--- src/hdl/rtsm_pkg.sv ---
// Package for the RC throttle and steering mapper: widths, constants, span reciprocals,
// the queued item type and the back-end state type. No dependencies.
package rtsm_pkg;

  localparam int CHAN_W = 11;
  localparam int DIST_W = 11;
  localparam int DIV_STEPS = 15;
  localparam int MAG_W = DIV_STEPS + 1;
  localparam int PADDR_W = 4;
  localparam int QUEUE_DEPTH_DEF = 2;

  localparam logic [CHAN_W-1:0] THR_HI_EDGE = 11'd1010;
  localparam logic [CHAN_W-1:0] THR_LO_EDGE = 11'd970;
  localparam logic [DIST_W-1:0] THR_HI_SPAN = 11'd690;
  localparam logic [DIST_W-1:0] THR_LO_SPAN = 11'd620;
  localparam logic [CHAN_W-1:0] STR_LO_EDGE = 11'd1200;
  localparam logic [CHAN_W-1:0] STR_HI_EDGE = 11'd1260;
  localparam logic [DIST_W-1:0] STR_LO_SPAN = 11'd790;
  localparam logic [DIST_W-1:0] STR_HI_SPAN = 11'd551;

  // Ceiling reciprocals of the spans scaled by 2^35. For a distance below the span the
  // rounded numerator times the span stays under 2^35, so the product shifted down by
  // 35 is the exact quotient.
  localparam int RECIP_SH = 35;
  localparam int RECIP_W = 26;
  localparam int NUMER_W = DIST_W + DIV_STEPS;
  localparam logic [RECIP_W-1:0] THR_HI_RECIP =
    RECIP_W'(((64'd1 << RECIP_SH) + 64'(THR_HI_SPAN) - 64'd1) / 64'(THR_HI_SPAN));
  localparam logic [RECIP_W-1:0] THR_LO_RECIP =
    RECIP_W'(((64'd1 << RECIP_SH) + 64'(THR_LO_SPAN) - 64'd1) / 64'(THR_LO_SPAN));
  localparam logic [RECIP_W-1:0] STR_LO_RECIP =
    RECIP_W'(((64'd1 << RECIP_SH) + 64'(STR_LO_SPAN) - 64'd1) / 64'(STR_LO_SPAN));
  localparam logic [RECIP_W-1:0] STR_HI_RECIP =
    RECIP_W'(((64'd1 << RECIP_SH) + 64'(STR_HI_SPAN) - 64'd1) / 64'(STR_HI_SPAN));

  localparam logic [MAG_W-1:0] MAG_ONE = MAG_W'(1) << DIV_STEPS;
  localparam logic signed [23:0] SNAP_Q23 = 24'sd587203;

  localparam logic [31:0] ZERO_OFFSET_RST = 32'd0;
  localparam logic [30:0] MAX_OFFSET_RST = 31'd65536;
  localparam logic [15:0] ALPHA_RST = 16'd6554;

  localparam logic [1:0] REG_ZERO_OFFSET = 2'd0;
  localparam logic [1:0] REG_MAX_OFFSET = 2'd1;
  localparam logic [1:0] REG_ALPHA = 2'd2;

  typedef enum logic [1:0] {
    SIDE_ZERO,
    SIDE_POS,
    SIDE_NEG
  } side_t;

  typedef struct packed {
    logic              frame_valid;
    side_t             thr_side;
    logic [DIST_W-1:0] thr_dist;
    side_t             str_side;
    logic [DIST_W-1:0] str_dist;
  } item_t;

  typedef enum logic [2:0] {
    ST_IDLE,
    ST_DIVIDE,
    ST_PRODUCT,
    ST_UPDATE,
    ST_WRITE
  } back_state_t;

endpackage

--- src/hdl/rtsm_front.sv ---
// Front end: classifies one frame into deadband sides and distances from the edges.
// Depends on rtsm_pkg.
module rtsm_front
  import rtsm_pkg::*;
(
  input  logic              frame_valid,
  input  logic [CHAN_W-1:0] throttle_channel,
  input  logic [CHAN_W-1:0] steer_channel,
  output item_t             item
);

  always_comb begin
    item.frame_valid = frame_valid;
    if (throttle_channel > THR_HI_EDGE) begin
      item.thr_side = SIDE_POS;
      item.thr_dist = throttle_channel - THR_HI_EDGE;
    end else if (throttle_channel < THR_LO_EDGE) begin
      item.thr_side = SIDE_NEG;
      item.thr_dist = THR_LO_EDGE - throttle_channel;
    end else begin
      item.thr_side = SIDE_ZERO;
      item.thr_dist = '0;
    end
    if (steer_channel < STR_LO_EDGE) begin
      item.str_side = SIDE_NEG;
      item.str_dist = STR_LO_EDGE - steer_channel;
    end else if (steer_channel > STR_HI_EDGE) begin
      item.str_side = SIDE_POS;
      item.str_dist = steer_channel - STR_HI_EDGE;
    end else begin
      item.str_side = SIDE_ZERO;
      item.str_dist = '0;
    end
  end

endmodule

--- src/hdl/rtsm_queue.sv ---
// Short FIFO of classified items between the front and back ends.
// Depends on rtsm_pkg for the item type.
module rtsm_queue
  import rtsm_pkg::*;
#(
  parameter int DEPTH = QUEUE_DEPTH_DEF
) (
  input  logic  clk,
  input  logic  rst,
  input  logic  push,
  input  item_t push_item,
  output logic  full,
  input  logic  pop,
  output item_t pop_item,
  output logic  empty
);

  localparam int PTR_W = $clog2(DEPTH);
  localparam int CNT_W = $clog2(DEPTH + 1);

  item_t             slots [DEPTH];
  logic [PTR_W-1:0]  wr_ptr;
  logic [PTR_W-1:0]  rd_ptr;
  logic [CNT_W-1:0]  count;

  assign full     = (count == CNT_W'(DEPTH));
  assign empty    = (count == '0);
  assign pop_item = slots[rd_ptr];

  function automatic logic [PTR_W-1:0] bump(input logic [PTR_W-1:0] p);
    return (p == PTR_W'(DEPTH - 1)) ? '0 : p + PTR_W'(1);
  endfunction

  always_ff @(posedge clk) begin
    if (push) begin
      slots[wr_ptr] <= push_item;
    end
  end

  always_ff @(posedge clk) begin
    if (rst) begin
      wr_ptr <= '0;
      rd_ptr <= '0;
      count  <= '0;
    end else begin
      if (push) begin
        wr_ptr <= bump(wr_ptr);
      end
      if (pop) begin
        rd_ptr <= bump(rd_ptr);
      end
      if (push && !pop) begin
        count <= count + CNT_W'(1);
      end else if (pop && !push) begin
        count <= count - CNT_W'(1);
      end
    end
  end

endmodule

--- src/hdl/rtsm_div.sv ---
// Fractional divider by reciprocal multiplication: round(delta * 2^15 / span), saturated
// at one, with the operands and then the product registered after start. Depends on rtsm_pkg.
module rtsm_div
  import rtsm_pkg::*;
(
  input  logic               clk,
  input  logic               rst,
  input  logic               start,
  input  logic [DIST_W-1:0]  delta,
  input  logic [DIST_W-1:0]  span,
  input  logic [RECIP_W-1:0] recip,
  output logic               done,
  output logic [MAG_W-1:0]   mag
);

  logic                       busy;
  logic [NUMER_W-1:0]         numer;
  logic [RECIP_W-1:0]         recip_q;
  logic                       sat;
  logic [NUMER_W+RECIP_W-1:0] prod;

  assign done = !busy;
  assign mag  = sat ? MAG_ONE : prod[RECIP_SH +: MAG_W];

  always_ff @(posedge clk) begin
    if (rst) begin
      busy <= 1'b0;
    end else begin
      busy <= start;
    end
  end

  // Half the span is added first so the truncated quotient rounds to nearest.
  always_ff @(posedge clk) begin
    if (start) begin
      numer   <= {delta, {DIV_STEPS{1'b0}}} + NUMER_W'(span >> 1);
      recip_q <= recip;
      sat     <= (delta >= span);
    end
    if (busy) begin
      prod <= numer * recip_q;
    end
  end

endmodule

--- src/hdl/rtsm_back.sv ---
// Back end: divides, filters the duty, builds the steering target and holds the result.
// Depends on rtsm_pkg and rtsm_div.
module rtsm_back
  import rtsm_pkg::*;
(
  input  logic                clk,
  input  logic                rst,
  input  logic                q_empty,
  input  item_t               q_item,
  output logic                q_pop,
  input  logic signed [31:0]  zero_offset,
  input  logic [30:0]         max_offset,
  input  logic [15:0]         alpha,
  output logic                out_valid,
  input  logic                out_ready,
  output logic signed [15:0]  duty_cmd,
  output logic                duty_updated,
  output logic signed [31:0]  steer_target
);

  back_state_t state;
  back_state_t state_next;

  item_t              entry;
  logic signed [16:0] duty;
  logic [MAG_W-1:0]   smag;
  logic signed [42:0] prod_f;
  logic [46:0]        prod_s;
  logic signed [23:0] duty_filter;
  logic signed [31:0] last_target;

  logic               div_start;
  logic               out_load;
  logic               thr_done;
  logic               str_done;
  logic [MAG_W-1:0]   thr_mag;
  logic [MAG_W-1:0]   str_mag;
  logic [DIST_W-1:0]  thr_span;
  logic [DIST_W-1:0]  str_span;
  logic [RECIP_W-1:0] thr_recip;
  logic [RECIP_W-1:0] str_recip;

  assign thr_span  = (q_item.thr_side == SIDE_POS) ? THR_HI_SPAN : THR_LO_SPAN;
  assign str_span  = (q_item.str_side == SIDE_POS) ? STR_HI_SPAN : STR_LO_SPAN;
  assign thr_recip = (q_item.thr_side == SIDE_POS) ? THR_HI_RECIP : THR_LO_RECIP;
  assign str_recip = (q_item.str_side == SIDE_POS) ? STR_HI_RECIP : STR_LO_RECIP;

  rtsm_div u_thr_div (
    .clk   (clk),
    .rst   (rst),
    .start (div_start),
    .delta (q_item.thr_dist),
    .span  (thr_span),
    .recip (thr_recip),
    .done  (thr_done),
    .mag   (thr_mag)
  );

  rtsm_div u_str_div (
    .clk   (clk),
    .rst   (rst),
    .start (div_start),
    .delta (q_item.str_dist),
    .span  (str_span),
    .recip (str_recip),
    .done  (str_done),
    .mag   (str_mag)
  );

  always_comb begin
    state_next = state;
    unique case (state)
      ST_IDLE: begin
        if (!q_empty) begin
          state_next = q_item.frame_valid ? ST_DIVIDE : ST_WRITE;
        end
      end
      ST_DIVIDE: begin
        if (thr_done && str_done) begin
          state_next = ST_PRODUCT;
        end
      end
      ST_PRODUCT: state_next = ST_UPDATE;
      ST_UPDATE:  state_next = ST_WRITE;
      ST_WRITE: begin
        if (!out_valid || out_ready) begin
          state_next = ST_IDLE;
        end
      end
      default: state_next = ST_IDLE;
    endcase
  end

  always_comb begin
    q_pop     = 1'b0;
    div_start = 1'b0;
    out_load  = 1'b0;
    unique case (state)
      ST_IDLE: begin
        q_pop     = !q_empty;
        div_start = !q_empty && q_item.frame_valid;
      end
      ST_WRITE: out_load = !out_valid || out_ready;
      default: ;
    endcase
  end

  always_ff @(posedge clk) begin
    if (rst) begin
      state <= ST_IDLE;
    end else begin
      state <= state_next;
    end
  end

  // Signed duty from the throttle magnitude; the positive side tops out at 32767.
  logic signed [16:0] duty_new;
  always_comb begin
    case (entry.thr_side)
      SIDE_POS: begin
        duty_new = thr_mag[MAG_W-1] ? 17'sd32767 : $signed({1'b0, thr_mag});
      end
      SIDE_NEG: duty_new = -$signed({1'b0, thr_mag});
      default:  duty_new = '0;
    endcase
  end

  logic signed [25:0] diff;
  assign diff = $signed({duty[16], duty, 8'b0}) - $signed({{2{duty_filter[23]}}, duty_filter});

  always_ff @(posedge clk) begin
    if (q_pop) begin
      entry <= q_item;
    end
    if (state == ST_DIVIDE) begin
      duty <= duty_new;
      smag <= str_mag;
    end
    if (state == ST_PRODUCT) begin
      prod_f <= $signed({1'b0, alpha}) * diff;
      prod_s <= smag * max_offset;
    end
  end

  // Filter update: add the rounded weighted step, clamp to Q1.23, snap small values.
  logic signed [42:0] rnd_f;
  logic signed [26:0] step_f;
  logic signed [27:0] sum_f;
  logic signed [23:0] clamp_f;
  logic signed [23:0] filt_new;
  always_comb begin
    rnd_f  = prod_f + 43'sd32768;
    step_f = rnd_f[42:16];
    sum_f  = $signed({{4{duty_filter[23]}}, duty_filter}) + $signed({step_f[26], step_f});
    if (sum_f[27:23] == 5'b00000 || sum_f[27:23] == 5'b11111) begin
      clamp_f = sum_f[23:0];
    end else begin
      clamp_f = sum_f[27] ? 24'sh800000 : 24'sh7FFFFF;
    end
    filt_new = (clamp_f > -SNAP_Q23 && clamp_f < SNAP_Q23) ? '0 : clamp_f;
  end

  // Steering target: rounded offset added to or taken from the centre, saturated.
  logic [47:0]        rnd_s;
  logic [31:0]        off;
  logic signed [33:0] sum_s;
  logic signed [31:0] target_new;
  always_comb begin
    rnd_s = {1'b0, prod_s} + 48'd16384;
    off   = rnd_s[46:15];
    if (entry.str_side == SIDE_NEG) begin
      sum_s = $signed({{2{zero_offset[31]}}, zero_offset}) - $signed({2'b00, off});
    end else begin
      sum_s = $signed({{2{zero_offset[31]}}, zero_offset}) + $signed({2'b00, off});
    end
    if (sum_s[33:31] == 3'b000 || sum_s[33:31] == 3'b111) begin
      target_new = sum_s[31:0];
    end else begin
      target_new = sum_s[33] ? 32'sh80000000 : 32'sh7FFFFFFF;
    end
  end

  always_ff @(posedge clk) begin
    if (rst) begin
      duty_filter <= '0;
      last_target <= '0;
    end else if (state == ST_UPDATE) begin
      duty_filter <= filt_new;
      last_target <= target_new;
    end
  end

  // Q1.23 to Q1.15 with halves toward plus infinity; only +1.0 can overflow.
  logic signed [24:0] cmd_rnd;
  logic signed [15:0] cmd_new;
  always_comb begin
    cmd_rnd = $signed({duty_filter[23], duty_filter}) + 25'sd128;
    cmd_new = (!cmd_rnd[24] && cmd_rnd[23]) ? 16'sd32767 : cmd_rnd[23:8];
  end

  always_ff @(posedge clk) begin
    if (rst) begin
      out_valid <= 1'b0;
    end else if (out_load) begin
      out_valid <= 1'b1;
    end else if (out_ready) begin
      out_valid <= 1'b0;
    end
  end

  always_ff @(posedge clk) begin
    if (out_load) begin
      duty_cmd     <= cmd_new;
      duty_updated <= entry.frame_valid;
      steer_target <= last_target;
    end
  end

endmodule

--- src/hdl/rc_throttle_steer_mapper.sv ---
// Top level of the RC throttle and steering mapper: register port, front end,
// item queue and back end. Depends on rtsm_pkg, rtsm_front, rtsm_queue and rtsm_back.
//
//   Channel   Handshake            Payload
//   in        in_valid/in_ready    frame_valid, throttle_channel, steer_channel
//   out       out_valid/out_ready  duty_cmd, duty_updated, steer_target
//   config    APB psel/penable     paddr, pwdata, prdata (pready tied high)
//
// A valid frame goes through the back end in order: it is pulled from the queue, the
// reciprocal dividers run side by side (operand load, then a registered product), the
// filter and steering multipliers run, the state is updated and the output register
// is loaded. An invalid frame is pulled and loaded, since it only repeats held values.
// Reset is synchronous and returns the registers to their defaults, the filter and the
// held steering target to zero, and empties the queue. The front end keeps taking items
// while the queue has room, and the back end stalls only when the output register is
// still full.
module rc_throttle_steer_mapper
  import rtsm_pkg::*;
#(
  parameter int QUEUE_DEPTH = QUEUE_DEPTH_DEF
) (
  input  logic               clk,
  input  logic               rst,
  // Register port
  input  logic               psel,
  input  logic               penable,
  input  logic               pwrite,
  input  logic [PADDR_W-1:0] paddr,
  input  logic [31:0]        pwdata,
  output logic [31:0]        prdata,
  output logic               pready,
  // Input items
  input  logic               in_valid,
  output logic               in_ready,
  input  logic               frame_valid,
  input  logic [CHAN_W-1:0]  throttle_channel,
  input  logic [CHAN_W-1:0]  steer_channel,
  // Result items
  output logic               out_valid,
  input  logic               out_ready,
  output logic signed [15:0] duty_cmd,
  output logic               duty_updated,
  output logic signed [31:0] steer_target
);

  logic signed [31:0] steer_zero_offset;
  logic [30:0]        steer_max_offset;
  logic [15:0]        smoothing_alpha;
  logic               cfg_write;
  logic [1:0]         reg_index;

  assign pready    = 1'b1;
  assign reg_index = paddr[3:2];
  assign cfg_write = psel && penable && pwrite && pready;

  // Writes to an address past the last register are dropped.
  always_ff @(posedge clk) begin
    if (rst) begin
      steer_zero_offset <= ZERO_OFFSET_RST;
      steer_max_offset  <= MAX_OFFSET_RST;
      smoothing_alpha   <= ALPHA_RST;
    end else if (cfg_write) begin
      unique case (reg_index)
        REG_ZERO_OFFSET: steer_zero_offset <= pwdata;
        REG_MAX_OFFSET:  steer_max_offset  <= pwdata[30:0];
        REG_ALPHA:       smoothing_alpha   <= pwdata[15:0];
        default: ;
      endcase
    end
  end

  always_comb begin
    unique case (reg_index)
      REG_ZERO_OFFSET: prdata = steer_zero_offset;
      REG_MAX_OFFSET:  prdata = {1'b0, steer_max_offset};
      REG_ALPHA:       prdata = {16'd0, smoothing_alpha};
      default:         prdata = '0;
    endcase
  end

  // The front end classifies each accepted frame so the queue carries only what
  // the back end needs: validity, deadband side and distance for each channel.
  item_t front_item;
  item_t back_item;
  logic  q_full;
  logic  q_empty;
  logic  q_pop;

  rtsm_front u_front (
    .frame_valid      (frame_valid),
    .throttle_channel (throttle_channel),
    .steer_channel    (steer_channel),
    .item             (front_item)
  );

  assign in_ready = !q_full;

  rtsm_queue #(
    .DEPTH (QUEUE_DEPTH)
  ) u_queue (
    .clk       (clk),
    .rst       (rst),
    .push      (in_valid && in_ready),
    .push_item (front_item),
    .full      (q_full),
    .pop       (q_pop),
    .pop_item  (back_item),
    .empty     (q_empty)
  );

  // The back end works on one item at a time, since the next duty depends on the
  // filter value this one leaves behind.
  rtsm_back u_back (
    .clk          (clk),
    .rst          (rst),
    .q_empty      (q_empty),
    .q_item       (back_item),
    .q_pop        (q_pop),
    .zero_offset  (steer_zero_offset),
    .max_offset   (steer_max_offset),
    .alpha        (smoothing_alpha),
    .out_valid    (out_valid),
    .out_ready    (out_ready),
    .duty_cmd     (duty_cmd),
    .duty_updated (duty_updated),
    .steer_target (steer_target)
  );

endmodule
--- config.mk ---
export PLATFORM = sky130hd
export DESIGN_NAME = rc_throttle_steer_mapper
export DESIGN_NICKNAME = d
export VERILOG_FILES = /design/src/hdl/rtsm_pkg.sv /design/src/hdl/rtsm_front.sv /design/src/hdl/rtsm_queue.sv /design/src/hdl/rtsm_div.sv /design/src/hdl/rtsm_back.sv /design/src/hdl/rc_throttle_steer_mapper.sv
export SDC_FILE = /design/constraint.sdc
export NUM_CORES = 2
export LEC_CHECK = 0
export BUFFER_PORTS_ARGS = -buffer_cell sky130_fd_sc_hd__clkbuf_2
export CAP_MARGIN = 20
export CORE_ASPECT_RATIO = 0.6
export CORE_UTILIZATION = 28
export CTS_CLUSTER_DIAMETER = 200
export DETAILED_ROUTE_END_ITERATION = 7
export PLACE_DENSITY = 0.46
export SLEW_MARGIN = 10
export SYNTH_ARGS = -nofsm -noshare
export SYNTH_HDL_FRONTEND = slang
export SYNTH_SLANG_ARGS = --single-unit
--- constraint.sdc ---
create_clock -name clk -period 23.4 [get_ports clk]
set_input_delay 1.17 -clock clk [delete_from_list [all_inputs] [get_ports clk]]
set_output_delay 1.17 -clock clk [all_outputs]
set_load 0.005 [all_outputs]
# After elaboration in Yosys (flattened, before gate mapping)
# Memories as Yosys holds them, arrays and structs flattened. A register that Yosys moved wholly into a read port is not among the register bits.
# Cells that the tools add are included.
word_totals:
  ram_bits: 54
  inputBits: 66
  register_bits: 529
  mem_count: 1
  wordCells: 141
  out_inout_bits: 84
classes:
  add_sub_neg: 18
  eq_ne: 17
  muxes: 36
  n_lt_le_gt_ge: 8
  mul: 4
  n_reduce_logical: 28
mem_list:
  columns: ["name", "words", "width", "rd", "rd_clocked_by_memory_dff", "wr", "line_no", "rtl"]
  rows:
  - ["u_queue.slots", 2, 27, 1, 1, 1, "rtsm_queue.sv:21", "item_t slots [DEPTH];"]
op_table:
  columns: ["op", "n"]
  rows:
  - ["26-bit by 26-bit multiplier with 51-bit output", 2]
  - ["32-bit one-hot mux with 3 select lines", 1]
  - ["24-bit 2-to-1 mux", 3]
  - ["32-bit 2-to-1 mux", 2]
  - ["26-bit by 10-bit adder with 26-bit output", 2]
  - ["25-bit 2-to-1 mux", 2]
  - ["47-bit by 15-bit adder with 47-bit output (second input constant)", 1]
  - ["16-bit by 31-bit multiplier with 47-bit output", 1]
  - ["43-bit by 17-bit adder with 43-bit output (second input constant)", 1]
  - ["17-bit by 26-bit multiplier with 43-bit output", 1]
  - ["13-bit 2-to-1 mux", 3]
  - ["32-bit by 33-bit adder with 34-bit output", 1]
  - ["34-bit 2-to-1 mux", 1]
  - ["17-bit one-hot mux with 2 select lines", 1]
  - ["32-bit by 33-bit subtractor with 34-bit output", 1]
  - ["24-bit by 27-bit adder with 28-bit output", 1]
  - ["25-bit by 24-bit subtractor with 26-bit output", 1]
  - ["24-bit by 9-bit adder with 25-bit output (second input constant)", 1]
  - ["24-bit by 21-bit > comparator with 1-bit output (second input constant)", 1]
  - ["24-bit by 21-bit < comparator with 1-bit output (second input constant)", 1]
  - ["11-bit >= comparator", 2]
  - ["16-bit negation with 17-bit output", 1]
  - ["16-bit 2-to-1 mux", 1]
  - ["15-bit 2-to-1 mux", 1]
  - ["35 further kinds", 78]

# Logic depth before layout (Yosys ltp)
depth:
  word_depth: 8
  ltp_mapped: 39
  depth_no_buf: 37

# Hierarchy
# From an unflattened synthesis, not the netlist that was laid out.
unflattened:
  cells_unflattened: 9824
  area_unflattened_um2: 91502.8
modules_own_cells:
  columns: ["module", "cells_per_inst", "instances", "seq_area_each_um2", "area_per_inst_um2"]
  rows:
  - ["rtsm_back", 4807, 1, 5645.4, 43176.4]
  - ["rtsm_div at u_back.u_thr_div", 2166, 1, 1941.9, 20623.5]
  - ["rtsm_div at u_back.u_str_div", 2155, 1, 1941.9, 20520.9]
  - ["rc_throttle_steer_mapper", 398, 1, 1581.5, 3863.7]
  - ["rtsm_queue", 106, 1, 1721.7, 2153.3]
  - ["rtsm_front", 192, 1, 0.0, 1164.9]

# Worst setup path before layout
# No wires, ideal clock.
synth_path:
  path_kind: "register -> register"
  from: "register u_back.duty_filter[0]"
  to: "register u_back.prod_f[42], data pin"
  synth_period_minus_slack_ps: 8782
  arrival_time_ps: 8523
  setup_time_ps: 260
  n_path_buf: 3
  stages_incl_launch_ff: 37
  slack_ps: 14618
  t_required_ps: 23140
  path_cell_list: "dfxtp_1 > clkbuf_1 > clkbuf_1 > inv_1 > ha_1 > nor3b_1 > a31oi_1 > o21bai_1 > a21oi_1 > o211ai_1 > a31oi_1 > o21ai_0 > nand2_1 > a31oi_1 > xor2_1 > clkbuf_1 > nand2_1 > fa_1 > fa_1 > fa_1 > inv_1 > fa_1 > fa_1 > inv_1 > fa_1 > inv_1 > ha_1 > a21o_1 > a21o_1 > a21oi_1 > o21ai_0 > a211o_1 > o21ai_0 > o31ai_1 > o41ai_1 > o21bai_1 > xnor2_1"
synth_between:
  elab_chain_cells: 2
synth_lines:
  columns: ["item", "line_no", "rtl"]
  rows:
  - ["from (decl)", "rtsm_back.sv:29", "logic signed [23:0] duty_filter;"]
  - ["from (signal assigned)", "rtsm_back.sv:188", "duty_filter <= filt_new;"]
  - ["25-bit by 24-bit subtractor with 26-bit output", "rtsm_back.sv:129", "assign diff = $signed({duty[16], duty, 8'b0}) - $signed({{2{duty_filter[23]}}, duty_filter});"]
  - ["17-bit by 26-bit multiplier with 43-bit output", "rtsm_back.sv:140", "prod_f <= $signed({1'b0, alpha}) * diff;"]
  - ["to (signal assigned)", "rtsm_back.sv:140", null]
  - ["to (decl)", "rtsm_back.sv:27", "logic signed [42:0] prod_f;"]
# Every way passes these cells.
# A chain may end at the register's enable or synchronous reset.

# Worst setup path in the final report
layout_path:
  from: "register u_back.duty_filter[1]"
  to: "register u_back.prod_f[42], data pin"
# The elaborated chain is that of the path after synthesis.

==> flow_metrics.env <==
export IMPL_status="finished, final reports clean"
export IMPL_cts_made_buffers=48
export IMPL_ys_seq_elements=407
export IMPL_grt_max_degree=58
export IMPL_vias=52700
export IMPL_die_area_um2=253000
export IMPL_multi_input_area_um2=52800
export IMPL_cts_tree="done"
export IMPL_synth_most_common_cell="inv_1"
export IMPL_grt_pass1_vias=53600
export IMPL_seqCellArea_um2=10800
export IMPL_startpoint_type="flop"
export IMPL_worstSetupPathType="reg -> reg"
export IMPL_cp_max_fo=16
export IMPL_viasPerCell=4.79
export IMPL_fmax_ghz=0.0939
export IMPL_h_tree_depth=2
export IMPL_synth_flop_cell="edfxtp_1"
export IMPL_fp_dieW_um=649
export IMPL_post_cts_resized=0
export IMPL_synth_top_cells_by_area="fa_1 (33%), ha_1 (13%), edfxtp_1 (11%), inv_1 (7.8%), nand2_1 (5.5%)"
export IMPL_ioPinCount=150
export IMPL_gp_congestion=0.898
export IMPL_postCtsHoldBufs=0
export IMPL_skew_ps=67.0
export IMPL_rows=142
export IMPL_synth_area_per_cell_um2=9.20
export IMPL_timing_reg2reg_setup_slack_ps=12750
export IMPL_grt_first_pass_wirelength_um=344000
export IMPL_slowest_stage="xor2_2"
export IMPL_final_max_slew_violation_count=0
export IMPL_rsz0062_at_grt="false"
export IMPL_grt_util_met1_pct=28.9
export IMPL_clockBufferDepth=3
export IMPL_drv_cap=0
export IMPL_top_usage_layer="met1"
export IMPL_grt_remaining_overflow=0
export IMPL_drt_first_pass_iters=6
export IMPL_nFillCells=26300
export IMPL_synth_edf_count=262
export IMPL_cts_setup_buffers=0
export IMPL_stdcell_count=11000
export IMPL_antenna_found_initial=16
export IMPL_grt_usage_pct=17.9
export IMPL_yosysTopAreaCell="fa_1"
export IMPL_drive_gt1_share_pct=5.92
export IMPL_finalWirelength_um=228000
export IMPL_drcViolationCount=0
export IMPL_hold_class="reg -> reg"
export IMPL_initial_utilization_pct=28.2
export IMPL_wire_per_inst_um=20.7
export IMPL_coreArea_um2=249000
export IMPL_area_growth_pct=8.90
export IMPL_synthTopCellsByCount="inv_1 (1466), fa_1 (1163), nand2_1 (1038)"
export IMPL_met3_usage_pct=3.87
export IMPL_dp_hpwl_um=186000
export IMPL_final_setup_viol_count=0
export IMPL_postSynthCellCount=7639
export IMPL_clockRootBuffer="clkbuf_16"
export IMPL_postRouteAntennaNets=0
export IMPL_placed_cells=10900
export IMPL_yosysTopAreaCellShare_pct=33.1
export IMPL_finalSetupTns_ps=0
export IMPL_nNetsFinal=9618
export IMPL_ys_types=97
export IMPL_arrival_ps=11050
export IMPL_post_route_period_util_pct=45.5
export IMPL_seq_area_frac_synth_pct=15.3
export IMPL_max_stage_delay_ps=780
export IMPL_crit_required_ps=23800
export IMPL_drt_initial_drc_count=4262
export IMPL_clock_latency_ps=680
export IMPL_cp_end_kind="flop"
export IMPL_io_buffer_count=146
export IMPL_synth_warnings=0
export IMPL_cts_sinks=407
export IMPL_tightest_slew_ps=1190
export IMPL_post_route_min_period_ps=10650
export IMPL_cpMostUsedCell="fa_1"
export IMPL_synth_nets=9622
export IMPL_synth_area_um2=70200
export IMPL_relSlewSlack_pct=20.2
export IMPL_path_clk_slew_ps=60
export IMPL_ys_async_sr_fraction_pct=0
export IMPL_report_final_hold_viol_count=0
export IMPL_globalRouteMet2Util_pct=23.7
export IMPL_chipHeight_um=390
-- metrics by stage --
step	utilization [%]	hold slack, ps	area (um^2)	setup WS, ps
after floorplan	-	400	70200	14620
after global placement	30.0	419	74800	12990
after detailed placement	30.0	425	74800	12950
after CTS	30.6	433	76400	12920
after global routing	30.7	446	76500	12020
final	30.7	433	76500	12750
-- worst paths after layout --
| kind | cells after the start | from | endpoint |
|---|---|---|---|
| setup / recovery | 34 | u_back.duty_filter[1]$_SDFFE_PP0P_ | u_back.prod_f[42]$_DFFE_PP_ |
| hold / removal | 0 | u_back.last_target[1]$_SDFFE_PP0P_ | u_back.steer_target[1]$_DFFE_PP_ |
| setup reg to reg | 34 | u_back.duty_filter[1]$_SDFFE_PP0P_ | u_back.prod_f[42]$_DFFE_PP_ |
| hold reg to reg | 0 | u_back.last_target[1]$_SDFFE_PP0P_ | u_back.steer_target[1]$_DFFE_PP_ |
-- cells in the final DEF (no fill, tap or decap), drive strengths merged, types with 12 or more instances in the layout --
master and n:
o22ai 34, nand3 74, a211oi 28, buf 116
o31ai 13, xor2 100, edfxtp 262, inv 1476
and3 46, nand3b 12, a31o 12, a21oi 352
dfxtp 145, xnor2 215, or2 16, o211ai 31
nand2 1038, nor4 20, o21bai 40, clkbuf 207
nand2b 35, o21a 35, nor2b 51, nor2 283
and2 341, mux2i 45, or3 16, nand4 56
clkinv 21, mux2 29, o21ai 202, nor3 71
a31oi 40, ha 754, fa 1163, a21o 104
a221oi 23
-- sequential cells by signal, summed over array words and instances (netlist names), 2 cells and up, named ones only --
| name | cells |
|---|---|
| smoothing_alpha | 16 |
| steer_max_offset | 31 |
| steer_zero_offset | 32 |
| u_back.duty | 17 |
| u_back.duty_cmd | 16 |
| u_back.duty_filter | 24 |
| u_back.entry | 5 |
| u_back.last_target | 32 |
| u_back.prod_f | 28 |
| u_back.prod_s | 33 |
| u_back.smag | 16 |
| u_back.state | 3 |
| u_back.steer_target | 32 |
| u_back.u_str_div.numer | 13 |
| u_back.u_str_div.prod | 16 |
| u_back.u_thr_div.numer | 11 |
| u_back.u_thr_div.prod | 16 |
| u_back.u_thr_div.recip_q | 2 |
| u_queue.count | 2 |
| u_queue.slots | 54 |
-- worst max-delay path: cells and delay by family (launching register included) --
family                   cells  cell delay (ps)
AO/OA/AOI/OAI               16             4270
adder cells (fa/ha/maj)      8             3350
AND/OR/NAND/NOR              3              970
XOR/XNOR                     2              940
buffers and inverters        5              430
flip-flops                   1              390
-- routing by layer --
layer,vias up,part of all wire (%)
met3,162,8.1
met5,-,0.018
li1,24300,-
met1,26600,52
met2,1628,37
met4,2,2.1
-- logic make-up (layout without fill, tap and decap cells) --
kind of cell,count (synthesis),in the layout,synth area share [%]
and+or+nand+nor,2105,2105,14.0
adders and majority gates,1917,1917,46.6
buffers and inverters,1786,1822,9.65
AOI/OAI and AO/OA,1033,1033,9.42
DFF,407,407,15.3
xor gates and xnor gates,315,315,3.93
muxes,74,74,1.11
other,2,9,0.0107
-- layout make-up --
class / count / area share, %
tap: 3312 / 5.42
clock inverter: 29 / 0.324
antenna: 7 / 0.0229
inverter: 1470 / 7.21
clock buffer: 61 / 1.70
multi-input combinational: 5446 / 69.1
timing repair buffer: 262 / 2.17
sequential: 407 / 14.1
Power is not shown: default switching activity piles up to over one toggle a cycle in this logic, so the estimate is an artifact.
